File: src/design/rxrb_pkg.sv
// ----------------------------------------------------------------------------
// rxrb_pkg
// Shared types and constants for the receive ring buffer with statistics.
// ----------------------------------------------------------------------------
package rxrb_pkg;

  localparam int unsigned BUFFER_DEPTH_DEF = 256;
  localparam logic [3:0]  ERR_FLAG_MASK    = 4'h0f;

  localparam int unsigned CMD_W    = 2;
  localparam int unsigned DATA_W   = 8;
  localparam int unsigned FLAGS_W  = 4;
  localparam int unsigned LEVEL_W  = 9;
  localparam int unsigned COUNT_W  = 64;

  typedef enum logic [CMD_W-1:0] {
    CMD_RX   = 2'd0,
    CMD_POP  = 2'd1,
    CMD_INTR = 2'd2
  } cmd_t;

  // Events of one accepted item, as seen by the statistics counters.
  typedef struct packed {
    logic byte_rx;
    logic line_err;
    logic overflow;
    logic intr;
  } stat_evt_t;

  // Outcome of one accepted item, as seen by the buffer control.
  typedef struct packed {
    logic stored;
    logic popped;
  } buf_status_t;

endpackage

File: src/design/rxrb_in_if.sv
// ----------------------------------------------------------------------------
// rxrb_in_if
// Input channel: command, received byte and line error flags.
// ----------------------------------------------------------------------------
interface rxrb_in_if;
  logic                               valid;
  logic                               ready;
  logic [rxrb_pkg::CMD_W-1:0]         command;
  logic [rxrb_pkg::DATA_W-1:0]        rx_data;
  logic [rxrb_pkg::FLAGS_W-1:0]       rx_error_flags;

  modport source (output valid, output command, output rx_data, output rx_error_flags,
                  input ready);
  modport sink   (input valid, input command, input rx_data, input rx_error_flags,
                  output ready);
endinterface

File: src/design/rxrb_out_if.sv
// ----------------------------------------------------------------------------
// rxrb_out_if
// Result channel: pop outcome, fill levels and statistics counters.
// ----------------------------------------------------------------------------
interface rxrb_out_if;
  logic                          valid;
  logic                          ready;
  logic                          pop_ok;
  logic [rxrb_pkg::DATA_W-1:0]   pop_byte;
  logic                          push_accepted;
  logic [rxrb_pkg::LEVEL_W-1:0]  fill_level;
  logic [rxrb_pkg::LEVEL_W-1:0]  peak_fill;
  logic [rxrb_pkg::COUNT_W-1:0]  bytes_seen;
  logic [rxrb_pkg::COUNT_W-1:0]  overflows_seen;
  logic [rxrb_pkg::COUNT_W-1:0]  errors_seen;
  logic [rxrb_pkg::COUNT_W-1:0]  interrupts_seen;

  modport source (output valid, output pop_ok, output pop_byte, output push_accepted,
                  output fill_level, output peak_fill, output bytes_seen,
                  output overflows_seen, output errors_seen, output interrupts_seen,
                  input ready);
  modport sink   (input valid, input pop_ok, input pop_byte, input push_accepted,
                  input fill_level, input peak_fill, input bytes_seen,
                  input overflows_seen, input errors_seen, input interrupts_seen,
                  output ready);
endinterface

File: src/design/rx_ring_buffer_with_stats.sv
// ----------------------------------------------------------------------------
// rx_ring_buffer_with_stats
// Receive byte ring buffer with fill, peak and event statistics.
// ----------------------------------------------------------------------------
// Usage:
// Each item on in_ch carries a command: receive a byte (with its line error
// flags), pop the oldest byte, or count an interrupt. Every accepted item
// yields exactly one result on out_ch, in order, showing the pop outcome,
// whether the byte was stored, the fill level, the peak level and the four
// 64-bit wrapping counters as they stand after that item.
// The result is registered: it is valid in the cycle after acceptance.
// Throughput is one item per cycle unless out_ch stalls; the state update,
// the memory write and the registered memory read complete at the accepting edge.
// A pending result is held until out_ch takes it; in_ch stays ready while
// out_ch is ready, so a new item is taken in the same cycle a result leaves.
// While a result waits and the receiver stalls, in_ch is not ready and
// nothing changes; with no result waiting, one item is still taken.
// Synchronous reset empties the buffer and clears the peak and all counters;
// the byte store itself is not cleared and needs no clearing pass.
// ----------------------------------------------------------------------------
module rx_ring_buffer_with_stats #(
  parameter int unsigned BUFFER_DEPTH = rxrb_pkg::BUFFER_DEPTH_DEF
) (
  input  logic        clk,
  input  logic        rst_n,
  rxrb_in_if.sink     in_ch,
  rxrb_out_if.source  out_ch
);

  localparam int unsigned ADDR_W = $clog2(BUFFER_DEPTH);
  localparam int unsigned LVL_W  = $clog2(BUFFER_DEPTH + 1);

  logic                         accept;
  rxrb_pkg::cmd_t               cmd;
  logic                         wr_en;
  logic [ADDR_W-1:0]            wr_addr;
  logic                         rd_en;
  logic [ADDR_W-1:0]            rd_addr;
  logic [rxrb_pkg::DATA_W-1:0]  rd_data;
  logic                         full;
  rxrb_pkg::buf_status_t        status;
  rxrb_pkg::stat_evt_t          evt;
  logic [LVL_W-1:0]             level;
  logic [LVL_W-1:0]             peak;
  logic [31:0]                  level_w;
  logic [31:0]                  peak_w;

  logic                         out_valid_r, out_valid_nxt;
  logic                         pop_ok_r;
  logic                         push_ok_r;

  assign in_ch.ready = !out_valid_r || out_ch.ready;
  assign accept      = in_ch.valid && in_ch.ready;
  assign cmd         = rxrb_pkg::cmd_t'(in_ch.command);

  always_comb begin
    evt          = '0;
    evt.byte_rx  = accept && (cmd == rxrb_pkg::CMD_RX);
    evt.line_err = evt.byte_rx &&
                   ((in_ch.rx_error_flags & rxrb_pkg::ERR_FLAG_MASK) != '0);
    evt.overflow = evt.byte_rx && full;
    evt.intr     = accept && (cmd == rxrb_pkg::CMD_INTR);
  end

  rxrb_ctrl #(
    .DEPTH  (BUFFER_DEPTH),
    .ADDR_W (ADDR_W),
    .LVL_W  (LVL_W)
  ) u_ctrl (
    .clk     (clk),
    .rst_n   (rst_n),
    .accept  (accept),
    .cmd     (cmd),
    .wr_en   (wr_en),
    .wr_addr (wr_addr),
    .rd_en   (rd_en),
    .rd_addr (rd_addr),
    .full    (full),
    .status  (status),
    .level   (level),
    .peak    (peak)
  );

  rxrb_ram #(
    .DEPTH  (BUFFER_DEPTH),
    .ADDR_W (ADDR_W)
  ) u_ram (
    .clk     (clk),
    .wr_en   (wr_en),
    .wr_addr (wr_addr),
    .wr_data (in_ch.rx_data),
    .rd_en   (rd_en),
    .rd_addr (rd_addr),
    .rd_data (rd_data)
  );

  rxrb_stats u_stats (
    .clk       (clk),
    .rst_n     (rst_n),
    .evt       (evt),
    .bytes_cnt (out_ch.bytes_seen),
    .ovf_cnt   (out_ch.overflows_seen),
    .err_cnt   (out_ch.errors_seen),
    .intr_cnt  (out_ch.interrupts_seen)
  );

  always_comb begin
    out_valid_nxt = out_valid_r;
    if (accept) begin
      out_valid_nxt = 1'b1;
    end else if (out_ch.ready) begin
      out_valid_nxt = 1'b0;
    end
  end

  always_ff @(posedge clk) begin
    if (!rst_n) begin
      out_valid_r <= 1'b0;
    end else begin
      out_valid_r <= out_valid_nxt;
    end
  end

  always_ff @(posedge clk) begin
    if (accept) begin
      pop_ok_r  <= status.popped;
      push_ok_r <= status.stored;
    end
  end

  // The level, peak and counter registers only move on acceptance, so they
  // already hold the values of the pending result and serve as its fields.
  assign level_w = 32'(level);
  assign peak_w  = 32'(peak);

  assign out_ch.valid         = out_valid_r;
  assign out_ch.pop_ok        = pop_ok_r;
  assign out_ch.pop_byte      = pop_ok_r ? rd_data : '0;
  assign out_ch.push_accepted = push_ok_r;
  assign out_ch.fill_level    = level_w[rxrb_pkg::LEVEL_W-1:0];
  assign out_ch.peak_fill     = peak_w[rxrb_pkg::LEVEL_W-1:0];

endmodule

File: src/design/rxrb_ram.sv
// ----------------------------------------------------------------------------
// rxrb_ram
// Byte store: one write port, one read port with registered read data.
// ----------------------------------------------------------------------------
module rxrb_ram #(
  parameter int unsigned DEPTH  = rxrb_pkg::BUFFER_DEPTH_DEF,
  parameter int unsigned ADDR_W = $clog2(DEPTH)
) (
  input  logic                        clk,
  input  logic                        wr_en,
  input  logic [ADDR_W-1:0]           wr_addr,
  input  logic [rxrb_pkg::DATA_W-1:0] wr_data,
  input  logic                        rd_en,
  input  logic [ADDR_W-1:0]           rd_addr,
  output logic [rxrb_pkg::DATA_W-1:0] rd_data
);

  logic [rxrb_pkg::DATA_W-1:0] mem [DEPTH];
  logic [rxrb_pkg::DATA_W-1:0] rd_data_r;

  always_ff @(posedge clk) begin
    if (wr_en) begin
      mem[wr_addr] <= wr_data;
    end
  end

  always_ff @(posedge clk) begin
    if (rd_en) begin
      rd_data_r <= mem[rd_addr];
    end
  end

  assign rd_data = rd_data_r;

endmodule

File: src/design/rxrb_ctrl.sv
// ----------------------------------------------------------------------------
// rxrb_ctrl
// Ring buffer control: slot pointers, fill level and peak level.
// ----------------------------------------------------------------------------
module rxrb_ctrl #(
  parameter int unsigned DEPTH  = rxrb_pkg::BUFFER_DEPTH_DEF,
  parameter int unsigned ADDR_W = $clog2(DEPTH),
  parameter int unsigned LVL_W  = $clog2(DEPTH + 1)
) (
  input  logic                  clk,
  input  logic                  rst_n,
  input  logic                  accept,
  input  rxrb_pkg::cmd_t        cmd,
  output logic                  wr_en,
  output logic [ADDR_W-1:0]     wr_addr,
  output logic                  rd_en,
  output logic [ADDR_W-1:0]     rd_addr,
  output logic                  full,
  output rxrb_pkg::buf_status_t status,
  output logic [LVL_W-1:0]      level,
  output logic [LVL_W-1:0]      peak
);

  localparam logic [ADDR_W-1:0] LAST_SLOT = ADDR_W'(DEPTH - 1);
  localparam logic [LVL_W-1:0]  FULL_LVL  = LVL_W'(DEPTH);

  logic [ADDR_W-1:0] wr_slot_r, wr_slot_nxt;
  logic [ADDR_W-1:0] rd_slot_r, rd_slot_nxt;
  logic [LVL_W-1:0]  level_r, level_nxt;
  logic [LVL_W-1:0]  peak_r, peak_nxt;
  logic              empty;

  assign full  = (level_r == FULL_LVL);
  assign empty = (level_r == '0);

  always_comb begin
    status      = '0;
    wr_slot_nxt = wr_slot_r;
    rd_slot_nxt = rd_slot_r;
    level_nxt   = level_r;
    peak_nxt    = peak_r;
    if (accept) begin
      case (cmd)
        rxrb_pkg::CMD_RX: begin
          if (!full) begin
            status.stored = 1'b1;
            wr_slot_nxt   = (wr_slot_r == LAST_SLOT) ? '0 : wr_slot_r + 1'b1;
            level_nxt     = level_r + 1'b1;
            if (level_nxt > peak_r) begin
              peak_nxt = level_nxt;
            end
          end
        end
        rxrb_pkg::CMD_POP: begin
          if (!empty) begin
            status.popped = 1'b1;
            rd_slot_nxt   = (rd_slot_r == LAST_SLOT) ? '0 : rd_slot_r + 1'b1;
            level_nxt     = level_r - 1'b1;
          end
        end
        default: begin
        end
      endcase
    end
  end

  always_ff @(posedge clk) begin
    if (!rst_n) begin
      wr_slot_r <= '0;
      rd_slot_r <= '0;
      level_r   <= '0;
      peak_r    <= '0;
    end else begin
      wr_slot_r <= wr_slot_nxt;
      rd_slot_r <= rd_slot_nxt;
      level_r   <= level_nxt;
      peak_r    <= peak_nxt;
    end
  end

  assign wr_en   = status.stored;
  assign wr_addr = wr_slot_r;
  assign rd_en   = status.popped;
  assign rd_addr = rd_slot_r;
  assign level   = level_r;
  assign peak    = peak_r;

endmodule

File: src/design/rxrb_stats.sv
// ----------------------------------------------------------------------------
// rxrb_stats
// Wrapping 64-bit counters for received bytes, overflows, errors, interrupts.
// ----------------------------------------------------------------------------
module rxrb_stats (
  input  logic                          clk,
  input  logic                          rst_n,
  input  rxrb_pkg::stat_evt_t           evt,
  output logic [rxrb_pkg::COUNT_W-1:0]  bytes_cnt,
  output logic [rxrb_pkg::COUNT_W-1:0]  ovf_cnt,
  output logic [rxrb_pkg::COUNT_W-1:0]  err_cnt,
  output logic [rxrb_pkg::COUNT_W-1:0]  intr_cnt
);

  logic [rxrb_pkg::COUNT_W-1:0] bytes_r, bytes_nxt;
  logic [rxrb_pkg::COUNT_W-1:0] ovf_r, ovf_nxt;
  logic [rxrb_pkg::COUNT_W-1:0] err_r, err_nxt;
  logic [rxrb_pkg::COUNT_W-1:0] intr_r, intr_nxt;

  always_comb begin
    bytes_nxt = evt.byte_rx  ? bytes_r + 1'b1 : bytes_r;
    ovf_nxt   = evt.overflow ? ovf_r + 1'b1   : ovf_r;
    err_nxt   = evt.line_err ? err_r + 1'b1   : err_r;
    intr_nxt  = evt.intr     ? intr_r + 1'b1  : intr_r;
  end

  always_ff @(posedge clk) begin
    if (!rst_n) begin
      bytes_r <= '0;
      ovf_r   <= '0;
      err_r   <= '0;
      intr_r  <= '0;
    end else begin
      bytes_r <= bytes_nxt;
      ovf_r   <= ovf_nxt;
      err_r   <= err_nxt;
      intr_r  <= intr_nxt;
    end
  end

  assign bytes_cnt = bytes_r;
  assign ovf_cnt   = ovf_r;
  assign err_cnt   = err_r;
  assign intr_cnt  = intr_r;

endmodule
File: src/flat_wrapper.sv
// flat-port wrapper written by rule: the top's interface ports become plain ports
module rx_ring_buffer_with_stats_flat 
#(
  parameter int unsigned BUFFER_DEPTH = rxrb_pkg::BUFFER_DEPTH_DEF
)
  (clk, rst_n, in_ch_valid, in_ch_command, in_ch_rx_data, in_ch_rx_error_flags, in_ch_ready, out_ch_valid, out_ch_pop_ok, out_ch_pop_byte, out_ch_push_accepted, out_ch_fill_level, out_ch_peak_fill, out_ch_bytes_seen, out_ch_overflows_seen, out_ch_errors_seen, out_ch_interrupts_seen, out_ch_ready);
  rxrb_in_if in_ch_i ();
  rxrb_out_if out_ch_i ();
  input  logic clk;
  input  logic rst_n;
  input wire logic [$bits(in_ch_i.valid)-1:0] in_ch_valid;
  input wire logic [$bits(in_ch_i.command)-1:0] in_ch_command;
  input wire logic [$bits(in_ch_i.rx_data)-1:0] in_ch_rx_data;
  input wire logic [$bits(in_ch_i.rx_error_flags)-1:0] in_ch_rx_error_flags;
  output wire logic [$bits(in_ch_i.ready)-1:0] in_ch_ready;
  output wire logic [$bits(out_ch_i.valid)-1:0] out_ch_valid;
  output wire logic [$bits(out_ch_i.pop_ok)-1:0] out_ch_pop_ok;
  output wire logic [$bits(out_ch_i.pop_byte)-1:0] out_ch_pop_byte;
  output wire logic [$bits(out_ch_i.push_accepted)-1:0] out_ch_push_accepted;
  output wire logic [$bits(out_ch_i.fill_level)-1:0] out_ch_fill_level;
  output wire logic [$bits(out_ch_i.peak_fill)-1:0] out_ch_peak_fill;
  output wire logic [$bits(out_ch_i.bytes_seen)-1:0] out_ch_bytes_seen;
  output wire logic [$bits(out_ch_i.overflows_seen)-1:0] out_ch_overflows_seen;
  output wire logic [$bits(out_ch_i.errors_seen)-1:0] out_ch_errors_seen;
  output wire logic [$bits(out_ch_i.interrupts_seen)-1:0] out_ch_interrupts_seen;
  input wire logic [$bits(out_ch_i.ready)-1:0] out_ch_ready;
  assign in_ch_i.valid = in_ch_valid;
  assign in_ch_i.command = in_ch_command;
  assign in_ch_i.rx_data = in_ch_rx_data;
  assign in_ch_i.rx_error_flags = in_ch_rx_error_flags;
  assign in_ch_ready = in_ch_i.ready;
  assign out_ch_valid = out_ch_i.valid;
  assign out_ch_pop_ok = out_ch_i.pop_ok;
  assign out_ch_pop_byte = out_ch_i.pop_byte;
  assign out_ch_push_accepted = out_ch_i.push_accepted;
  assign out_ch_fill_level = out_ch_i.fill_level;
  assign out_ch_peak_fill = out_ch_i.peak_fill;
  assign out_ch_bytes_seen = out_ch_i.bytes_seen;
  assign out_ch_overflows_seen = out_ch_i.overflows_seen;
  assign out_ch_errors_seen = out_ch_i.errors_seen;
  assign out_ch_interrupts_seen = out_ch_i.interrupts_seen;
  assign out_ch_i.ready = out_ch_ready;
  rx_ring_buffer_with_stats #(.BUFFER_DEPTH(BUFFER_DEPTH)) u_core (.clk(clk), .rst_n(rst_n), .in_ch(in_ch_i), .out_ch(out_ch_i));
endmodule
File: config.mk
export PLATFORM = sky130hd
export DESIGN_NAME = rx_ring_buffer_with_stats_flat
export DESIGN_NICKNAME = d
export VERILOG_FILES = /design/src/design/rxrb_pkg.sv /design/src/design/rxrb_in_if.sv /design/src/design/rxrb_out_if.sv /design/src/design/rx_ring_buffer_with_stats.sv /design/src/design/rxrb_ram.sv /design/src/design/rxrb_ctrl.sv /design/src/design/rxrb_stats.sv /design/src/flat_wrapper.sv
export SDC_FILE = /design/constraint.sdc
export NUM_CORES = 2
export LEC_CHECK = 0
export BUFFER_PORTS_ARGS = -buffer_cell sky130_fd_sc_hd__clkbuf_2
export CAP_MARGIN = 20
export CORE_MARGIN = 4
export CORE_UTILIZATION = 65
export DETAILED_ROUTE_END_ITERATION = 12
export PLACE_DENSITY = 0.83
export SLEW_MARGIN = 20
export SYNTH_ARGS = -nofsm -noshare
export SYNTH_HDL_FRONTEND = slang
export SYNTH_HIERARCHICAL = 1
export SYNTH_SLANG_ARGS = --single-unit
export TNS_END_PERCENT = 5
File: constraint.sdc
create_clock -name clk -period 8.8 [get_ports clk]
set_input_delay 0 -clock clk [delete_from_list [all_inputs] [get_ports clk]]
set_output_delay 0 -clock clk [all_outputs]
set_load 0.05 [all_outputs]
==> metrics.yaml <==
run_status:
  outcome: "finished clean"
drt:
  routed_wire_length_per_instance_um: 31.7
  firstDrtPassIters: 7
  viasPerCell: 7.17
  postRouteAntennaNets: 0
  num_vias: 56924
  drtIter0Drc: 8948
  drc: 0
  drt-total-wl_um: 251000
critical_path:
  cp_data_required_time_ns: 9.34
  timing_worst_setup_path_type: "reg -> reg"
  worstPathMaxFanout: 107
  r2r-end: "u_core/u_ram/rd_data[1]"
  critPathArrivalTime_ns: 5.68
  reg2reg_depth: 8
  crit_path_start_kind: "flip-flop"
  critPathLaunch: "u_core/u_ctrl/rd_addr[1]"
  cp_common_cell: "nor4_1"
  cp-end-kind: "flip-flop"
  crit_family: "simple AND/OR/NAND/NOR gates"
  critPathBufInv: 2
  rr_startpoint: "u_core/u_ctrl/rd_addr[1]"
  slowest_delay_ns: 1.15
  critPathSlowestCell: "nor4_1"
  path_cells: "buf_4, buf_12, nand3b_1, o22ai_1, o21ai_0, nand3_1, nor4_1, nor4_1"
  r2r_slack_ns: 3.66
  cp.depth: 8
  cp-endpoint: "u_core/u_ram/rd_data[1]"
cells_and_area:
  ff_latch_area_um2: 67600
  final_util_pct: 72.9
  nFillCells: 7988
  nNetsFinal: 5875
  multi_input_area_um2: 24800
  drive_gt1_share_pct: 20.5
  final_cells: 7935
  area_growth_pct: 11.3
floorplan:
  dieArea_um2: 151000
  die_x_um: 389
  initial_core_util_pct: 65.5
  io_pins: 304
  row_count: 139
  core_um2: 144000
  die_h_um: 389
grt:
  overflow: 0
  gr-usage-all-layers_pct: 33.1
  grt_pass1_wl_um: 372000
  use_met3_pct: 8.62
  grt_busiest_layer: "met2"
  met1_usage_pct: 44.2
  grt_util_met2_pct: 52.2
  grt_antenna_before_repair: 3
  grt_max_degree: 163
  grt_pass1_vias: 55416
synth:
  syn_nets: 5550
  netlist_instances: 5514
  ys_ff_latch: 2349
  synth_cell_types: 86
  ys_seq_area_share_pct: 71.8
  synth.cell_area_um2: 94200
  ys.flop_type: "edfxtp_1"
  synthArstFlopShare_pct: 0
  avgSynthCellArea_um2: 17.1
  synth_edf_count: 2058
  yosysWarningCount: 6
power:
  irDropWorstVdd_uv: 227
  p_leak_nw: 32.0
  power.density_nw_per_um2: 214
sta:
  fin_skew_ns: 0.0415
  slew_headroom_pct: 9.63
  fin_crit_sh_pct: 58.4
  fin_tns_setup_ns: 0
  hold_viol_final: 0
  fmax_ghz: 0.195
  rsz0062_at_grt: "false"
  slew_violations: 0
  tightest_slew_ns: 1.34
  post-route-min-period_ns: 5.14
  setup_viol: 0
placement:
  dp.cells: 7500
  io_buffers: 303
  place_congestion: 0.932
  dp_hpwl_um: 146000
clock_network:
  clk-insertion-delay-late_ns: 0.87
  cts_sinks: 2349
  h-tree-depth: 4
  cts_tree: "yes"
  clockBufferDepth: 3
  clkTransAtPathRegs_ns: 0.07
  numCtsBuffers: 218
  ctsRootBufferMaster: "clkbuf_16"
job:
  drv_cap: 0
worst_hold_path:
  hold_class: "in -> reg"
## stage by stage
stage / hold WS [ns] / area [µm²] / setup WS, ns / power, mW
final: 0.145 / 105000 / 3.66 / 22.4
after global routing: 0.129 / 105000 / 3.67 / 23.0
after CTS: 0.0691 / 105000 / 3.82 / 22.5
after detailed placement: 0.314 / 97200 / 3.97 / 13.0
after global placement: 0.304 / 97200 / 3.58 / 12.9
after floorplan: 0.0989 / 94200 / 4.94 / 12.7
## flip-flops by register name, indices dropped and copies added, names as in the netlist
register                     flops
u_core/u_ram/mem              2048
u_core/u_stats/bytes_cnt        64
u_core/u_stats/err_cnt          64
u_core/u_stats/intr_cnt         64
u_core/u_stats/ovf_cnt          64
u_core/u_ctrl/level              9
u_core/u_ctrl/peak               9
u_core/u_ctrl/rd_addr            8
u_core/u_ctrl/wr_addr            8
u_core/u_ram/rd_data             8
u_core/out_ch.pop_ok             1
u_core/out_ch.push_accepted      1
u_core/out_ch.valid              1
## synth_stat cells (10+ instances only)
library cell	count	area share (%)
a211oi_1	21	0.17
a21oi_1	220	1.2
a221oi_1	13	0.12
a22oi_1	134	1.1
and2_1	38	0.25
and3_1	39	0.26
and4_1	22	0.20
buf_1	27	0.11
buf_2	37	0.20
buf_4	30	0.24
buf_6	24	0.29
buf_8	13	0.21
clkbuf_1	157	0.63
dfxtp_1	291	6.2
edfxtp_1	2058	66
ha_1	18	0.24
inv_1	41	0.16
mux2i_1	143	1.5
mux4_2	454	11
nand2_1	164	0.65
nand2b_1	19	0.13
nand3_1	143	0.76
nand4_1	144	0.96
nor2_1	478	1.9
nor2b_1	32	0.21
nor3_1	69	0.37
nor4_1	73	0.48
nor4_2	10	0.13
o211ai_1	13	0.10
o21ai_0	88	0.47
o221ai_1	46	0.43
o22ai_1	31	0.21
o31ai_1	31	0.25
or2_2	10	0.066
or3_1	76	0.50
or4_1	40	0.32
xnor2_1	64	0.59
xor2_1	93	0.86
## worst min-delay path: stages
cell,delay [ns]
dlygate4sd3_1,0.53
clkbuf_2,0.17
inv_6,0.13
nor2_1,0.12
## area by class of cell
class,count,area share (%)
tap,1903,2.27
sequential,2349,64.5
clock buffer,262,5.43
clock inverter,146,1.59
multi-input combinational,2825,23.7
inverter,44,0.165
antenna,5,0.0119
timing repair buffer,401,2.36
## kinds of logic (layout without fill, tap and decap cells)
| kind of cell | after synthesis | in the layout | synth area share (%) |
|---|---|---|---|
| compound gates | 659 | 659 | 4.53 |
| xor+xnor | 157 | 157 | 1.46 |
| fa+ha+maj | 18 | 18 | 0.239 |
| buf+inv | 340 | 853 | 2.01 |
| flops | 2349 | 2349 | 71.8 |
| mux | 600 | 600 | 12.4 |
| other cells | 0 | 5 | 0 |
| simple gates | 1391 | 1391 | 7.56 |
## power by group
| group | internal, mW | switching [mW] |
|---|---|---|
| Sequential | 12.1 | 0.0208 |
| Combinational | 0.197 | 0.427 |
| Clock | 5.49 | 4.19 |
## how the worst min path moves through the flow
stage / start / end / slack, ns / cells past startpoint
after CTS: in_ch_rx_data[4] / u_core/u_ram/mem[73][4] / 0.07 / 1
after detailed placement: in_ch_valid / u_core/out_ch.valid / 0.31 / 2
after floorplan: in_ch_rx_data[0] / u_core/u_ram/mem[0][0] / 0.1 / 0
after global placement: in_ch_valid / u_core/out_ch.valid / 0.30 / 2
final: rst_n / u_core/u_stats/intr_cnt[46] / 0.15 / 4
after global routing: rst_n / u_core/u_stats/intr_cnt[46] / 0.13 / 4
## metal layers
layer	share of wire, %	routed length, µm
met1	34	84300
met4	5.2	13100
met5	0.0052	13
met2	48	120000
met3	13	33800
## cells in the final DEF (no fill, tap or decap), types with 134 or more instances in the layout
cell,synthesis,routed
edfxtp_1,2058,2058
nor2_1,478,473
mux4_2,454,454
clkbuf_2,0,295
dfxtp_1,291,286
clkbuf_16,0,220
a21oi_1,220,220
nand2_1,164,164
nand4_1,144,144
mux2i_1,143,143
nand3_1,143,141
a22oi_1,134,134
## what timing repair did
item	CTS	global route
endpoints found under the hold margin	792	82
hold buffers	18	1
resized for setup	0	0
buffers inserted	0	0
Power figures use the tool's default switching activity.
